File: src/sv/uisr_pkg.sv
// Package: types, constants and UTF-8 helper functions for the sanitizer.
package uisr_pkg;

    localparam logic [7:0]  ASCII_LIMIT  = 8'h80;
    localparam logic [7:0]  CONT_MARK    = 8'h80;
    localparam logic [7:0]  LEAD2_MARK   = 8'hC0;
    localparam logic [7:0]  LEAD3_MARK   = 8'hE0;
    localparam logic [7:0]  LEAD4_MARK   = 8'hF0;
    localparam logic [7:0]  MASK3        = 8'hE0;
    localparam logic [7:0]  MASK4        = 8'hF0;
    localparam logic [7:0]  MASK5        = 8'hF8;
    localparam logic [20:0] MIN_CP2      = 21'h80;
    localparam logic [20:0] MIN_CP3      = 21'h800;
    localparam logic [20:0] SURR_LO      = 21'hD800;
    localparam logic [20:0] SURR_HI      = 21'hDFFF;
    localparam logic [20:0] MIN_CP4      = 21'h10000;
    localparam logic [20:0] MAX_CP       = 21'h10FFFF;
    localparam logic [20:0] RESET_REPL   = 21'hFFFD;

    // One self-contained byte run handed from the front to the back.
    typedef struct packed {
        logic [3:0][7:0] bytes;
        logic [2:0]      len;
        logic            stream_end;
    } run_t;

    function automatic logic [2:0] lead_length(input logic [7:0] c);
        logic [2:0] n;
        n = 3'd0;
        if ((c & MASK3) == LEAD2_MARK)
            n = 3'd2;
        else if ((c & MASK4) == LEAD3_MARK)
            n = 3'd3;
        else if ((c & MASK5) == LEAD4_MARK)
            n = 3'd4;
        return n;
    endfunction

    function automatic logic [2:0] repl_length(input logic [20:0] cp);
        logic [2:0] n;
        if (cp < MIN_CP2)
            n = 3'd1;
        else if (cp < MIN_CP3)
            n = 3'd2;
        else if (cp < MIN_CP4)
            n = 3'd3;
        else
            n = 3'd4;
        return n;
    endfunction

    function automatic logic [7:0] repl_byte(input logic [20:0] cp, input logic [1:0] j);
        logic [7:0] b;
        b = cp[7:0];
        if (cp >= MIN_CP2 && cp < MIN_CP3)
        begin
            b = (j == 2'd0) ? (LEAD2_MARK | {3'b000, cp[10:6]}) : (CONT_MARK | {2'b00, cp[5:0]});
        end
        else if (cp >= MIN_CP3 && cp < MIN_CP4)
        begin
            case (j)
                2'd0:    b = LEAD3_MARK | {4'h0, cp[15:12]};
                2'd1:    b = CONT_MARK | {2'b00, cp[11:6]};
                default: b = CONT_MARK | {2'b00, cp[5:0]};
            endcase
        end
        else if (cp >= MIN_CP4)
        begin
            case (j)
                2'd0:    b = LEAD4_MARK | {5'h00, cp[20:18]};
                2'd1:    b = CONT_MARK | {2'b00, cp[17:12]};
                2'd2:    b = CONT_MARK | {2'b00, cp[11:6]};
                default: b = CONT_MARK | {2'b00, cp[5:0]};
            endcase
        end
        return b;
    endfunction

endpackage

File: src/sv/uisr_if.sv
// Interfaces: raw input byte channel and sanitized output byte channel.
interface uisr_byte_if;
    logic       valid;
    logic       ready;
    logic [7:0] data_byte;
    logic       stream_end;

    modport source (output valid, output data_byte, output stream_end, input ready);
    modport sink (input valid, input data_byte, input stream_end, output ready);
endinterface

interface uisr_out_if;
    logic       valid;
    logic       ready;
    logic [7:0] out_byte;
    logic       run_last;
    logic       output_end;

    modport source (output valid, output out_byte, output run_last, output output_end,
                    input ready);
    modport sink (input valid, input out_byte, input run_last, input output_end,
                  output ready);
endinterface

File: src/sv/utf8_invalid_sequence_replacer.sv
// Top level of the UTF-8 sanitizer: replacement register, front, queue and back.
//
// raw carries one input byte per word with stream_end on the final byte of a
// stream; clean carries one sanitized UTF-8 byte per word. run_last marks the
// last output word caused by one input word, output_end the last output word
// of a stream. Both channels move a word at a rising edge with valid and
// ready high. cfg_we/cfg_wdata write the replacement codepoint (reset 0xFFFD)
// and must only be used while no word is in flight.
// A word that completes a run is written into the run queue, and its first output
// word then passes through the output register before it appears on clean.
// The back emits one output byte per cycle while the output register is free or
// clean takes its word, so bytes that pass unchanged flow at one word per cycle;
// a replacement is emitted one encoded byte at a time, and the raw side stalls
// once the two-entry run queue fills.
// Lead bytes that wait for followers produce no output until completed or until stream_end.
// Reset empties the pending buffer, the run queue and the output register.
// When clean stalls, the output register holds its word and the back and the
// queue stop; raw keeps being taken until the queue is full.
module utf8_invalid_sequence_replacer (
    input  logic        clk,
    input  logic        rst_n,
    uisr_byte_if.sink   raw,
    uisr_out_if.source  clean,
    input  logic        cfg_we,
    input  logic [20:0] cfg_wdata
);
    import uisr_pkg::*;

    logic [20:0] repl_code_reg;
    logic        q_full;
    logic        push;
    run_t        push_data;
    logic        pop;
    logic        head_valid;
    run_t        head;

    always_ff @(posedge clk or negedge rst_n)
    begin
        if (!rst_n)
            repl_code_reg <= RESET_REPL;
        else if (cfg_we)
            repl_code_reg <= cfg_wdata;
    end

    uisr_front u_front (
        .clk       (clk),
        .rst_n     (rst_n),
        .raw       (raw),
        .q_full    (q_full),
        .push      (push),
        .push_data (push_data)
    );

    uisr_queue u_queue (
        .clk        (clk),
        .rst_n      (rst_n),
        .push       (push),
        .push_data  (push_data),
        .full       (q_full),
        .pop        (pop),
        .head_valid (head_valid),
        .head       (head)
    );

    uisr_back u_back (
        .clk        (clk),
        .rst_n      (rst_n),
        .repl_code  (repl_code_reg),
        .head_valid (head_valid),
        .head       (head),
        .pop        (pop),
        .clean      (clean)
    );

endmodule

File: src/sv/uisr_front.sv
// Front: accepts raw bytes, gathers multi-byte sequences and issues runs.
module uisr_front (
    input  logic          clk,
    input  logic          rst_n,
    uisr_byte_if.sink     raw,
    input  logic          q_full,
    output logic          push,
    output uisr_pkg::run_t push_data
);
    import uisr_pkg::*;

    logic [2:0][7:0] pending_bytes_reg;
    logic [1:0]      pending_count_reg;
    logic [1:0]      pending_count_next;
    logic [2:0]      needed_length_reg;
    logic [2:0]      needed_length_next;
    logic            accept;
    logic            store;
    logic [2:0]      len;
    logic [2:0]      need;
    logic [3:0][7:0] run_bytes;

    assign raw.ready = !q_full;
    assign accept    = raw.valid && raw.ready;
    assign len       = {1'b0, pending_count_reg} + 3'd1;
    assign need      = lead_length(raw.data_byte);

    always_comb
    begin
        run_bytes = {pending_bytes_reg[2], pending_bytes_reg[1],
                     pending_bytes_reg[0], raw.data_byte};
        run_bytes[0] = pending_bytes_reg[0];
        run_bytes[1] = pending_bytes_reg[1];
        run_bytes[2] = pending_bytes_reg[2];
        run_bytes[3] = 8'h00;
        run_bytes[pending_count_reg] = raw.data_byte;
    end

    always_comb
    begin
        push               = 1'b0;
        store              = 1'b0;
        pending_count_next = pending_count_reg;
        needed_length_next = needed_length_reg;
        if (accept)
        begin
            if (raw.stream_end)
            begin
                push               = 1'b1;
                pending_count_next = 2'd0;
                needed_length_next = 3'd0;
            end
            else if (pending_count_reg == 2'd0)
            begin
                if (need == 3'd0)
                begin
                    push = 1'b1;
                end
                else
                begin
                    store              = 1'b1;
                    pending_count_next = 2'd1;
                    needed_length_next = need;
                end
            end
            else if (len >= needed_length_reg)
            begin
                push               = 1'b1;
                pending_count_next = 2'd0;
                needed_length_next = 3'd0;
            end
            else
            begin
                store              = 1'b1;
                pending_count_next = len[1:0];
            end
        end
    end

    assign push_data.bytes      = run_bytes;
    assign push_data.len        = len;
    assign push_data.stream_end = raw.stream_end;

    always_ff @(posedge clk or negedge rst_n)
    begin
        if (!rst_n)
        begin
            pending_count_reg <= 2'd0;
            needed_length_reg <= 3'd0;
        end
        else
        begin
            pending_count_reg <= pending_count_next;
            needed_length_reg <= needed_length_next;
        end
    end

    always_ff @(posedge clk)
    begin
        if (store)
            pending_bytes_reg[pending_count_reg] <= raw.data_byte;
    end

endmodule

File: src/sv/uisr_queue.sv
// Two-entry run queue between the front and the back.
module uisr_queue (
    input  logic           clk,
    input  logic           rst_n,
    input  logic           push,
    input  uisr_pkg::run_t push_data,
    output logic           full,
    input  logic           pop,
    output logic           head_valid,
    output uisr_pkg::run_t head
);
    import uisr_pkg::*;

    run_t       mem_reg [2];
    logic [1:0] count_reg;
    logic [1:0] count_next;
    logic       wr_ptr_reg;
    logic       rd_ptr_reg;

    assign full       = (count_reg == 2'd2);
    assign head_valid = (count_reg != 2'd0);
    assign head       = mem_reg[rd_ptr_reg];

    always_comb
    begin
        count_next = count_reg;
        if (push && !pop)
            count_next = count_reg + 2'd1;
        else if (pop && !push)
            count_next = count_reg - 2'd1;
    end

    always_ff @(posedge clk or negedge rst_n)
    begin
        if (!rst_n)
        begin
            count_reg  <= 2'd0;
            wr_ptr_reg <= 1'b0;
            rd_ptr_reg <= 1'b0;
        end
        else
        begin
            count_reg <= count_next;
            if (push)
                wr_ptr_reg <= !wr_ptr_reg;
            if (pop)
                rd_ptr_reg <= !rd_ptr_reg;
        end
    end

    always_ff @(posedge clk)
    begin
        if (push)
            mem_reg[wr_ptr_reg] <= push_data;
    end

`ifndef ASSERT_OFF
    a_no_push_full: assert property (@(posedge clk) disable iff (!rst_n)
        push |-> !full || pop)
        else $error("run queue written while full");
    a_count_range: assert property (@(posedge clk) disable iff (!rst_n)
        count_reg != 2'd3)
        else $error("run queue count out of range");
`endif

endmodule

File: src/sv/uisr_back.sv
// Back: walks one run, emitting passed bytes or replacement bytes one a cycle unless clean stalls.
module uisr_back (
    input  logic           clk,
    input  logic           rst_n,
    input  logic [20:0]    repl_code,
    input  logic           head_valid,
    input  uisr_pkg::run_t head,
    output logic           pop,
    uisr_out_if.source     clean
);
    import uisr_pkg::*;

    logic [1:0]  i_reg;
    logic [1:0]  i_next;
    logic [1:0]  j_reg;
    logic [1:0]  j_next;
    logic        out_vld_reg;
    logic [7:0]  out_byte_reg;
    logic        out_last_reg;
    logic        out_end_reg;

    logic [7:0]  c;
    logic [7:0]  b1;
    logic [7:0]  b2;
    logic [7:0]  b3;
    logic [2:0]  need;
    logic        fits;
    logic        seq_ok;
    logic [20:0] cp;
    logic [2:0]  unit_len;
    logic [2:0]  adv;
    logic [7:0]  emit_byte;
    logic        unit_last;
    logic        run_last_c;
    logic        emit;

    assign c    = head.bytes[i_reg];
    assign b1   = head.bytes[i_reg + 2'd1];
    assign b2   = head.bytes[i_reg + 2'd2];
    assign b3   = head.bytes[i_reg + 2'd3];
    assign need = lead_length(c);
    assign fits = (need != 3'd0) && (({1'b0, i_reg} + need) <= head.len);

    always_comb
    begin
        case (need)
            3'd2:
            begin
                cp     = {10'd0, c[4:0], b1[5:0]};
                seq_ok = cp >= MIN_CP2;
            end
            3'd3:
            begin
                cp     = {5'd0, c[3:0], b1[5:0], b2[5:0]};
                seq_ok = (cp >= MIN_CP3) && ((cp < SURR_LO) || (cp > SURR_HI));
            end
            default:
            begin
                cp     = {c[2:0], b1[5:0], b2[5:0], b3[5:0]};
                seq_ok = (cp >= MIN_CP4) && (cp <= MAX_CP);
            end
        endcase
    end

    always_comb
    begin
        adv = fits ? need : 3'd1;
        if (c < ASCII_LIMIT)
        begin
            unit_len  = 3'd1;
            emit_byte = c;
        end
        else if (fits && seq_ok)
        begin
            unit_len  = need;
            emit_byte = head.bytes[i_reg + j_reg];
        end
        else
        begin
            unit_len  = repl_length(repl_code);
            emit_byte = repl_byte(repl_code, j_reg);
        end
    end

    assign unit_last  = ({1'b0, j_reg} == unit_len - 3'd1);
    assign run_last_c = unit_last && (({1'b0, i_reg} + adv) >= head.len);
    assign emit       = head_valid && (!out_vld_reg || clean.ready);
    assign pop        = emit && run_last_c;

    always_comb
    begin
        i_next = i_reg;
        j_next = j_reg;
        if (emit)
        begin
            if (run_last_c)
            begin
                i_next = 2'd0;
                j_next = 2'd0;
            end
            else if (unit_last)
            begin
                i_next = i_reg + adv[1:0];
                j_next = 2'd0;
            end
            else
            begin
                j_next = j_reg + 2'd1;
            end
        end
    end

    always_ff @(posedge clk or negedge rst_n)
    begin
        if (!rst_n)
        begin
            i_reg       <= 2'd0;
            j_reg       <= 2'd0;
            out_vld_reg <= 1'b0;
        end
        else
        begin
            i_reg <= i_next;
            j_reg <= j_next;
            if (emit)
                out_vld_reg <= 1'b1;
            else if (clean.ready)
                out_vld_reg <= 1'b0;
        end
    end

    always_ff @(posedge clk)
    begin
        if (emit)
        begin
            out_byte_reg <= emit_byte;
            out_last_reg <= run_last_c;
            out_end_reg  <= run_last_c && head.stream_end;
        end
    end

    assign clean.valid      = out_vld_reg;
    assign clean.out_byte   = out_byte_reg;
    assign clean.run_last   = out_last_reg;
    assign clean.output_end = out_end_reg;

`ifndef ASSERT_OFF
    a_pop_needs_head: assert property (@(posedge clk) disable iff (!rst_n)
        pop |-> head_valid)
        else $error("run popped from empty queue");
    a_run_restart: assert property (@(posedge clk) disable iff (!rst_n)
        emit && run_last_c |=> (i_reg == 2'd0) && (j_reg == 2'd0))
        else $error("run position not cleared after last word");
    a_mid_run_head: assert property (@(posedge clk) disable iff (!rst_n)
        (i_reg != 2'd0) || (j_reg != 2'd0) |-> head_valid)
        else $error("run in progress without a queued run");
`endif

endmodule

File: src/flat_wrapper.sv
// flat-port wrapper written by rule: the top's interface ports become plain ports
module utf8_invalid_sequence_replacer_flat import uisr_pkg::*;
  (clk, rst_n, cfg_we, cfg_wdata, raw_valid, raw_data_byte, raw_stream_end, raw_ready, clean_valid, clean_out_byte, clean_run_last, clean_output_end, clean_ready);
  uisr_byte_if raw_i ();
  uisr_out_if clean_i ();
  input  logic clk;
  input  logic rst_n;
  input  logic cfg_we;
  input  logic [20:0] cfg_wdata;
  input wire logic [$bits(raw_i.valid)-1:0] raw_valid;
  input wire logic [$bits(raw_i.data_byte)-1:0] raw_data_byte;
  input wire logic [$bits(raw_i.stream_end)-1:0] raw_stream_end;
  output wire logic [$bits(raw_i.ready)-1:0] raw_ready;
  output wire logic [$bits(clean_i.valid)-1:0] clean_valid;
  output wire logic [$bits(clean_i.out_byte)-1:0] clean_out_byte;
  output wire logic [$bits(clean_i.run_last)-1:0] clean_run_last;
  output wire logic [$bits(clean_i.output_end)-1:0] clean_output_end;
  input wire logic [$bits(clean_i.ready)-1:0] clean_ready;
  assign raw_i.valid = raw_valid;
  assign raw_i.data_byte = raw_data_byte;
  assign raw_i.stream_end = raw_stream_end;
  assign raw_ready = raw_i.ready;
  assign clean_valid = clean_i.valid;
  assign clean_out_byte = clean_i.out_byte;
  assign clean_run_last = clean_i.run_last;
  assign clean_output_end = clean_i.output_end;
  assign clean_i.ready = clean_ready;
  utf8_invalid_sequence_replacer u_core (.clk(clk), .rst_n(rst_n), .raw(raw_i), .clean(clean_i), .cfg_we(cfg_we), .cfg_wdata(cfg_wdata));
endmodule
File: config.mk
export PLATFORM = sky130hd
export DESIGN_NAME = utf8_invalid_sequence_replacer_flat
export DESIGN_NICKNAME = d
export VERILOG_FILES = /design/src/sv/uisr_pkg.sv /design/src/sv/uisr_if.sv /design/src/sv/utf8_invalid_sequence_replacer.sv /design/src/sv/uisr_front.sv /design/src/sv/uisr_queue.sv /design/src/sv/uisr_back.sv /design/src/flat_wrapper.sv
export SDC_FILE = /design/constraint.sdc
export NUM_CORES = 1
export LEC_CHECK = 0
export ABC_AREA = 1
export BUFFER_PORTS_ARGS = -buffer_cell sky130_fd_sc_hd__buf_2
export CAP_MARGIN = 20
export CORE_ASPECT_RATIO = 1.75
export CORE_UTILIZATION = 60
export DETAILED_ROUTE_END_ITERATION = 12
export PLACE_DENSITY = 0.86
export SLEW_MARGIN = 20
export SYNTH_ARGS = -nofsm -noshare
export SYNTH_HDL_FRONTEND = slang
export SYNTH_HIERARCHICAL = 1
export SYNTH_SLANG_ARGS = --single-unit
File: constraint.sdc
create_clock -name clk -period 6.73 [get_ports clk]
set_input_delay 0.3365 -clock clk [delete_from_list [all_inputs] [get_ports clk]]
set_output_delay 0.3365 -clock clk [all_outputs]
set_load 0.005 [all_outputs]
# Word-level counts from Yosys, hierarchy flattened
# Memory sizes are Yosys's and may differ from the RTL's.
# Cells that the tools add are included.
# W data, S select, Z words.
[totals]
regBits = 69
inputBits = 35
ramBits = 72
elab_cells = 161
mem_count = 1
[op_classes]
n_addsub = 12
eq_ne = 13
mux = 63
order_cmp = 23
n_reduce_logical = 34
[mem_list]
columns = ["name", "depth", "width", "rd", "rd_ports_with_merged_regs", "write_ports", "line_no", "rtl"]
rows = [
  ["u_core.u_queue.mem_reg", 2, 36, 1, 0, 1, "uisr_queue.sv:14", "run_t mem_reg [2];"],
]
[ops]
columns = ["operator", "count"]
rows = [
  ["$bmux W8 S2", 5],
  ["$mux W8", 8],
  ["$mux W3", 16],
  ["$ge A21 B17 Y1 const B", 2],
  ["$bwmux W32", 1],
  ["$bwmux W24", 1],
  ["$ge A21 B12 Y1 const B", 1],
  ["$ge A21 B8 Y1 const B", 1],
  ["$le A21 B21 Y1 const B", 1],
  ["$lt A21 B12 Y1 const B", 1],
  ["$lt A21 B17 Y1 const B", 1],
  ["$lt A21 B8 Y1 const B", 1],
  ["$pmux W7 S3", 1],
  ["$mux W2", 10],
  ["$lt A2 B3 Y1 const B", 6],
  ["$mux W6", 3],
  ["$demux W8 S2", 1],
  ["$ge A16 B12 Y1 const B", 1],
  ["$gt A16 B16 Y1 const B", 1],
  ["$lt A16 B16 Y1 const B", 1],
  ["$logic_and A1 B1 Y1", 14],
  ["$mux W1", 14],
  ["$pmux W7 S2", 1],
  ["$ge A11 B8 Y1 const B", 1],
  ["other kinds (29)", 52],
]

# Longest topological paths before layout
# An unclocked memory read counts as a cell.
[depth]
depth_word = 20
mapped_depth = 36
depth_no_buf = 34

# Cells and area by module
# The synthesis kept the hierarchy.
[by_module_without_submodules]
columns = ["module", "n_inst", "cells_per_inst", "area_per_inst_um2"]
rows = [
  ["uisr_queue", 1, 137, 2954.1],
  ["uisr_back", 1, 407, 2546.2],
  ["uisr_front", 1, 160, 1586.5],
  ["utf8_invalid_sequence_replacer", 1, 89, 822.0],
]

# Worst setup path before layout
# No wires, ideal clock.
[synth_path]
path_type = "register to register"
start = "register u_core.u_queue.rd_ptr_reg"
end = "register u_core.u_queue.count_reg[1]"
n_path_buf = 2
setup_time_ns = 0.117
arrival_ns = 5.048
slack_ns = 1.565
synth_period_minus_slack_ns = 5.165
required_ns = 6.613
path_stages_with_launch = 32
cell_sequence = "dfrtp_1 buf_6 buf_12 mux2_4 nand3_1 nand4_4 nand2_4 clkinv_2 nand2_4 xor2_1 ha_1 o21bai_1 xnor2_1 ha_1 nand2_1 or2_2 a32oi_1 nor2_4 o21ai_0 ha_1 fa_1 ha_1 nand2_1 o21ai_0 a31oi_1 nor2_1 inv_1 ha_1 inv_1 nand3_1 nand2_1 nand2_1"
[synth_rtl]
columns = ["item", "line_no", "rtl"]
rows = [
  ["from (decl)", "uisr_queue.sv:18", "logic rd_ptr_reg;"],
  ["from (signal assigned)", "uisr_queue.sv:47", "rd_ptr_reg <= !rd_ptr_reg;"],
  ["to (signal assigned)", "uisr_queue.sv:43", "count_reg <= count_next;"],
  ["to (decl)", "uisr_queue.sv:15", "logic [1:0] count_reg;"],
]

==> impl_results.html <==
<table>
<tr><th>Metric</th><th>Value</th></tr>
<tr><th colspan="2">STA</th></tr>
<tr><td>F_max</td><td>162 MHz</td></tr>
<tr><td>Fin crit share</td><td>0.918</td></tr>
<tr><td>Setup repair after global routing missed its margin</td><td>no</td></tr>
<tr><td>Slew at the pin closest to its max-slew limit</td><td>1.08 ns</td></tr>
<tr><td>Max-slew headroom at the worst pin</td><td>0.278</td></tr>
<tr><td>Setup_tns</td><td>0 ns</td></tr>
<tr><td>Setup skew after layout</td><td>0.0105 ns</td></tr>
<tr><td>Clock period minus worst slack</td><td>6.18 ns</td></tr>
<tr><td>Final Hold Fails</td><td>0</td></tr>
<tr><td>Slew Viols, Final</td><td>0</td></tr>
<tr><td>Worst hold slack across all endpoints</td><td>0.0167 ns</td></tr>
<tr><td>Final setup violation count</td><td>0</td></tr>
<tr><th colspan="2">Yosys</th></tr>
<tr><td>Number of unique standard cell types used by synthesis</td><td>52</td></tr>
<tr><td>Cells after Synth</td><td>793</td></tr>
<tr><td>Sequential share of the synthesized area</td><td>0.516</td></tr>
<tr><td>#FFs+latches synth</td><td>141</td></tr>
<tr><td>Avg Synthesized Cell Area</td><td>9.97 um^2</td></tr>
<tr><td>Number of warnings printed during yosys synthesis</td><td>6</td></tr>
<tr><td>Synth Flop Type</td><td>sky130_fd_sc_hd__edfxtp_1</td></tr>
<tr><td>Asr flop ratio synth</td><td>0.248</td></tr>
<tr><td>Netlist area before placement</td><td>7910 um^2</td></tr>
<tr><td>Number of enable-type register cells in the synthesized netlist</td><td>106</td></tr>
<tr><td>Number of nets produced by synthesis</td><td>852</td></tr>
<tr><th colspan="2">GRT</th></tr>
<tr><td>Overflow left after global routing</td><td>0</td></tr>
<tr><td>Global-route total usage across every layer</td><td>0.284</td></tr>
<tr><td>Antenna violations before repair</td><td>0</td></tr>
<tr><td>Via count of the first global-routing pass</td><td>5,702</td></tr>
<tr><td>Wire length of the first global-routing pass</td><td>28,500 um</td></tr>
<tr><td>Largest net degree at the start of global routing</td><td>37</td></tr>
<tr><th colspan="2">Power</th></tr>
<tr><td>Total power density per cell area</td><td>508 nW/um^2</td></tr>
<tr><td>Internal power contribution</td><td>2.56 mW</td></tr>
<tr><td>Total power</td><td>4.43 mW</td></tr>
<tr><td>Peak ir drop on the vdd network</td><td>0.000200 V</td></tr>
<tr><td>Relative contribution of the clock network to total power</td><td>0.202</td></tr>
<tr><td>Switch share</td><td>0.421</td></tr>
<tr><td>Share of power burned in registers</td><td>0.324</td></tr>
<tr><td>Switching pwr</td><td>1.87 mW</td></tr>
<tr><td>Gate power share</td><td>0.474</td></tr>
<tr><td>Leakage power summed over all cells</td><td>3.88 nW</td></tr>
<tr><th colspan="2">Setup path</th></tr>
<tr><td>RR Startpoint</td><td>u_core/u_queue/rd_ptr_reg$_DFFE_PN0P_</td></tr>
<tr><td>Data arrival time of the critical path</td><td>6.49 ns</td></tr>
<tr><td>Kind of launch point of the worst setup path</td><td>flip-flop</td></tr>
<tr><td>Number of cell instances on the worst register-to-register path</td><td>31</td></tr>
<tr><td>Category of the worst setup path capture point</td><td>flip-flop</td></tr>
<tr><td>Required @ worst endpoint</td><td>7.04 ns</td></tr>
<tr><td>Cell with the biggest individual delay on the critical path</td><td>sky130_fd_sc_hd__dfrtp_2</td></tr>
<tr><td>Critical path's largest stage delay</td><td>0.76 ns</td></tr>
<tr><td>Worst Setup Path Type</td><td>reg2reg</td></tr>
<tr><td>Most used cell along the critical path</td><td>sky130_fd_sc_hd__nand2_1</td></tr>
<tr><td>Largest driver fanout on the critical path</td><td>20</td></tr>
<tr><td>FF-to-FF End</td><td>u_core/u_queue/count_reg[1]$_DFFE_PN0P_</td></tr>
<tr><td>R2R setup slack</td><td>0.55 ns</td></tr>
<tr><th colspan="2">Route</th></tr>
<tr><td>Number of vias per cell after detailed routing</td><td>5.73</td></tr>
<tr><td>Remaining number of nets flagged by the antenna check after routing</td><td>0</td></tr>
<tr><td>Final wirelength</td><td>18,100 um</td></tr>
<tr><td>Average wire per standard cell</td><td>17.8 um</td></tr>
<tr><td>First-iteration detailed-routing DRC count</td><td>523</td></tr>
<tr><td>Number of vias in the routed layout</td><td>5,830</td></tr>
<tr><td>DRC violations left</td><td>0</td></tr>
<tr><td>Total iterations of the first detailed-routing run</td><td>5</td></tr>
<tr><th colspan="2">Clock network</th></tr>
<tr><td>Worst-skew pair later-pin latency</td><td>0.42 ns</td></tr>
<tr><td>Hold-fix buffers, CTS</td><td>0</td></tr>
<tr><td>Resize count post-CTS</td><td>0</td></tr>
<tr><td>CTS Sinks</td><td>141</td></tr>
<tr><td>Root buffer cell</td><td>sky130_fd_sc_hd__clkbuf_16</td></tr>
<tr><td>Number of clock buffers inserted by TritonCTS</td><td>17</td></tr>
<tr><td>TritonCTS clock tree</td><td>done</td></tr>
<tr><td>Number of buffers between clock root and the deepest sink</td><td>2</td></tr>
<tr><td>Clock slew at the register clock pins of the worst setup and hold paths</td><td>0.06 ns</td></tr>
<tr><td>CTS H-tree lvls</td><td>4</td></tr>
<tr><td>Number of post-CTS setup repair buffers</td><td>0</td></tr>
<tr><th colspan="2">Die</th></tr>
<tr><td>Die area</td><td>13,700 um^2</td></tr>
<tr><td>Overall die height</td><td>154 um</td></tr>
<tr><td>Number of rows created at floorplan</td><td>55</td></tr>
<tr><td>Effective utilization at floorplan</td><td>0.615</td></tr>
<tr><td>Horizontal extent of the die</td><td>88.8 um</td></tr>
<tr><td>Number of top-level pins</td><td>47</td></tr>
<tr><td>Area of the core</td><td>12,900 um^2</td></tr>
<tr><th colspan="2">Finish</th></tr>
<tr><td>Fraction of the core area covered by cells at the end of the flow</td><td>0.678</td></tr>
<tr><td>Final-stage net count</td><td>894</td></tr>
<tr><td>Number of fill cells</td><td>929</td></tr>
<tr><td>Flip-flop count of the largest register, all copies and words added</td><td>72</td></tr>
<tr><td>Share of cells above drive strength 1</td><td>0.237</td></tr>
<tr><td>Antenna Diode Count</td><td>0</td></tr>
<tr><td>Growth of design area from synthesis to finish</td><td>10.4%</td></tr>
<tr><td>Final design instance area without fill</td><td>8730 um^2</td></tr>
<tr><th colspan="2">Placed design</th></tr>
<tr><td>Count of buffers inserted at the top-level ports</td><td>46</td></tr>
<tr><td>Routability congestion estimate</td><td>0.995</td></tr>
<tr><td>DP Area</td><td>8170 um^2</td></tr>
<tr><td>Total half-perimeter wirelength after legalization and detailed placement</td><td>12,800 um</td></tr>
<tr><th colspan="2">Hold path</th></tr>
<tr><td>Worst hold path type</td><td>in2async</td></tr>
<tr><th colspan="2">Status</th></tr>
<tr><td>Run status</td><td>finished clean</td></tr>
<tr><th colspan="2">Run</th></tr>
<tr><td>Max capacitance violation total</td><td>0</td></tr>
</table>
==> power groups by stage <==
stage                     clock network (mW)  logic, mW  registers, mW
final                                  0.894       2.10           1.44
after global routing                   0.937       2.31           1.46
after CTS                              0.903       2.06           1.43
after detailed placement                   0       2.03           1.44
after global placement                     0       1.98           1.43
after floorplan                            0       1.67           1.37
==> synthesized netlist by cell type (2+ instances only) <==
| library cell | count | area (um^2) |
|---|---|---|
| sky130_fd_sc_hd__buf_2 | 6 | 30.0 |
| sky130_fd_sc_hd__inv_1 | 69 | 259 |
| sky130_fd_sc_hd__buf_4 | 6 | 45.0 |
| sky130_fd_sc_hd__mux2_4 | 29 | 435 |
| sky130_fd_sc_hd__dfrtp_1 | 20 | 500 |
| sky130_fd_sc_hd__nor2_2 | 3 | 18.8 |
| sky130_fd_sc_hd__nor3_1 | 3 | 15.0 |
| sky130_fd_sc_hd__nand2_4 | 5 | 56.3 |
| sky130_fd_sc_hd__or2_2 | 5 | 31.3 |
| sky130_fd_sc_hd__o21ai_1 | 4 | 20.0 |
| sky130_fd_sc_hd__nor2_4 | 4 | 45.0 |
| sky130_fd_sc_hd__a221oi_1 | 3 | 26.3 |
| sky130_fd_sc_hd__nand3_4 | 2 | 35.0 |
| sky130_fd_sc_hd__buf_12 | 3 | 60.1 |
| sky130_fd_sc_hd__nand4_1 | 9 | 56.3 |
| sky130_fd_sc_hd__buf_6 | 8 | 90.1 |
| sky130_fd_sc_hd__a21oi_1 | 15 | 75.1 |
| sky130_fd_sc_hd__nand3_1 | 36 | 180 |
| sky130_fd_sc_hd__ha_1 | 23 | 288 |
| sky130_fd_sc_hd__xnor2_1 | 5 | 43.8 |
| sky130_fd_sc_hd__edfxtp_1 | 106 | 3180 |
| sky130_fd_sc_hd__nor2_1 | 51 | 191 |
| sky130_fd_sc_hd__o21ai_0 | 31 | 155 |
| sky130_fd_sc_hd__nand2_2 | 12 | 75.1 |
| sky130_fd_sc_hd__o211ai_1 | 12 | 90.1 |
| sky130_fd_sc_hd__clkbuf_1 | 7 | 26.3 |
| sky130_fd_sc_hd__nand3_2 | 5 | 50.1 |
| sky130_fd_sc_hd__o21ai_2 | 2 | 17.5 |
| sky130_fd_sc_hd__dfstp_2 | 15 | 394 |
| sky130_fd_sc_hd__o311ai_0 | 4 | 35.0 |
| sky130_fd_sc_hd__o21bai_1 | 2 | 15.0 |
| sky130_fd_sc_hd__xor2_1 | 4 | 35.0 |
| sky130_fd_sc_hd__o2111ai_1 | 2 | 17.5 |
| sky130_fd_sc_hd__o22ai_1 | 4 | 25.0 |
| sky130_fd_sc_hd__inv_2 | 7 | 26.3 |
| sky130_fd_sc_hd__inv_4 | 3 | 18.8 |
| sky130_fd_sc_hd__nand2_1 | 232 | 871 |
| sky130_fd_sc_hd__a211oi_1 | 4 | 30.0 |
| sky130_fd_sc_hd__mux2_2 | 19 | 214 |
==> per-stage QoR <==
step                      std cells  worst slack [ns]
after floorplan                 793              1.57
after global placement          987             0.891
after global routing           1018             0.143
after detailed placement        987             0.738
final                          1018             0.552
after CTS                      1018             0.615
==> area by class of cell <==
| cell class | count | area (um^2) | share of cell area |
|---|---|---|---|
| clock inverters | 13 | 135 | 0.0155 |
| well taps | 171 | 214 | 0.0245 |
| inverters | 81 | 313 | 0.0358 |
| repair buffers | 53 | 283 | 0.0324 |
| multi-input cells | 541 | 3280 | 0.375 |
| clock buffers | 18 | 429 | 0.0492 |
| flip-flops and latches | 141 | 4080 | 0.467 |
==> worst max path at each step <==
| stage | startpoint | depth (start not counted) | slack, ns | end |
|---|---|---|---|---|
| 2_1_floorplan | u_core/u_queue/rd_ptr_reg$_DFFE_PN0P_ | 31 | 1.57 | u_core/u_queue/count_reg[1]$_DFFE_PN0P_ |
| 3_3_place_gp | u_core/u_queue/rd_ptr_reg$_DFFE_PN0P_ | 31 | 0.89 | u_core/u_queue/count_reg[1]$_DFFE_PN0P_ |
| 3_5_place_dp | u_core/u_queue/rd_ptr_reg$_DFFE_PN0P_ | 31 | 0.74 | u_core/u_queue/count_reg[1]$_DFFE_PN0P_ |
| 4_1_cts | u_core/u_queue/rd_ptr_reg$_DFFE_PN0P_ | 31 | 0.62 | u_core/u_queue/count_reg[1]$_DFFE_PN0P_ |
| 5_1_grt | u_core/u_queue/rd_ptr_reg$_DFFE_PN0P_ | 31 | 0.14 | u_core/u_queue/count_reg[1]$_DFFE_PN0P_ |
| 6_report | u_core/u_queue/rd_ptr_reg$_DFFE_PN0P_ | 31 | 0.55 | u_core/u_queue/count_reg[1]$_DFFE_PN0P_ |
==> critical path, delay by kind of cell (launching register included) <==
family / cells / cell delay, ns
fa+ha+maj: 6 / 1.78
xor+xnor: 2 / 0.30
flops: 1 / 0.76
mux: 1 / 0.33
compound gates: 5 / 1.02
buf+inv: 4 / 0.54
simple gates: 13 / 1.34
==> cell usage in the layout (no fill, tap or decap), drive strengths merged, types with 15 or more instances in the layout <==
master and count:
nand2 249, edfxtp 106, inv 84, nor2 58
buf 53, mux2 48, nand3 43, o21ai 37
ha 23, dfrtp 20, clkbuf 18, dfstp 15
a21oi 15
==> per-layer routing <==
layer  part of all wire  wire (um)  global-route usage  vias to the layer above
met1               0.35       6290               0.287                     2731
met5                  0          0                   0                        -
met3              0.063       1150              0.0714                       86
li1                   -          -                   -                     2755
met2               0.52       9480               0.494                      258
met4              0.067       1210               0.197                        0
==> cells by family after synthesis <==
| group | synth area share |
|---|---|
| compound gates | 0.0680 |
| xor+xnor | 0.00997 |
| fa+ha+maj | 0.0389 |
| buf+inv | 0.0714 |
| flops | 0.516 |
| mux | 0.0834 |
| simple gates | 0.213 |
Power figures use the tool's default switching activity.
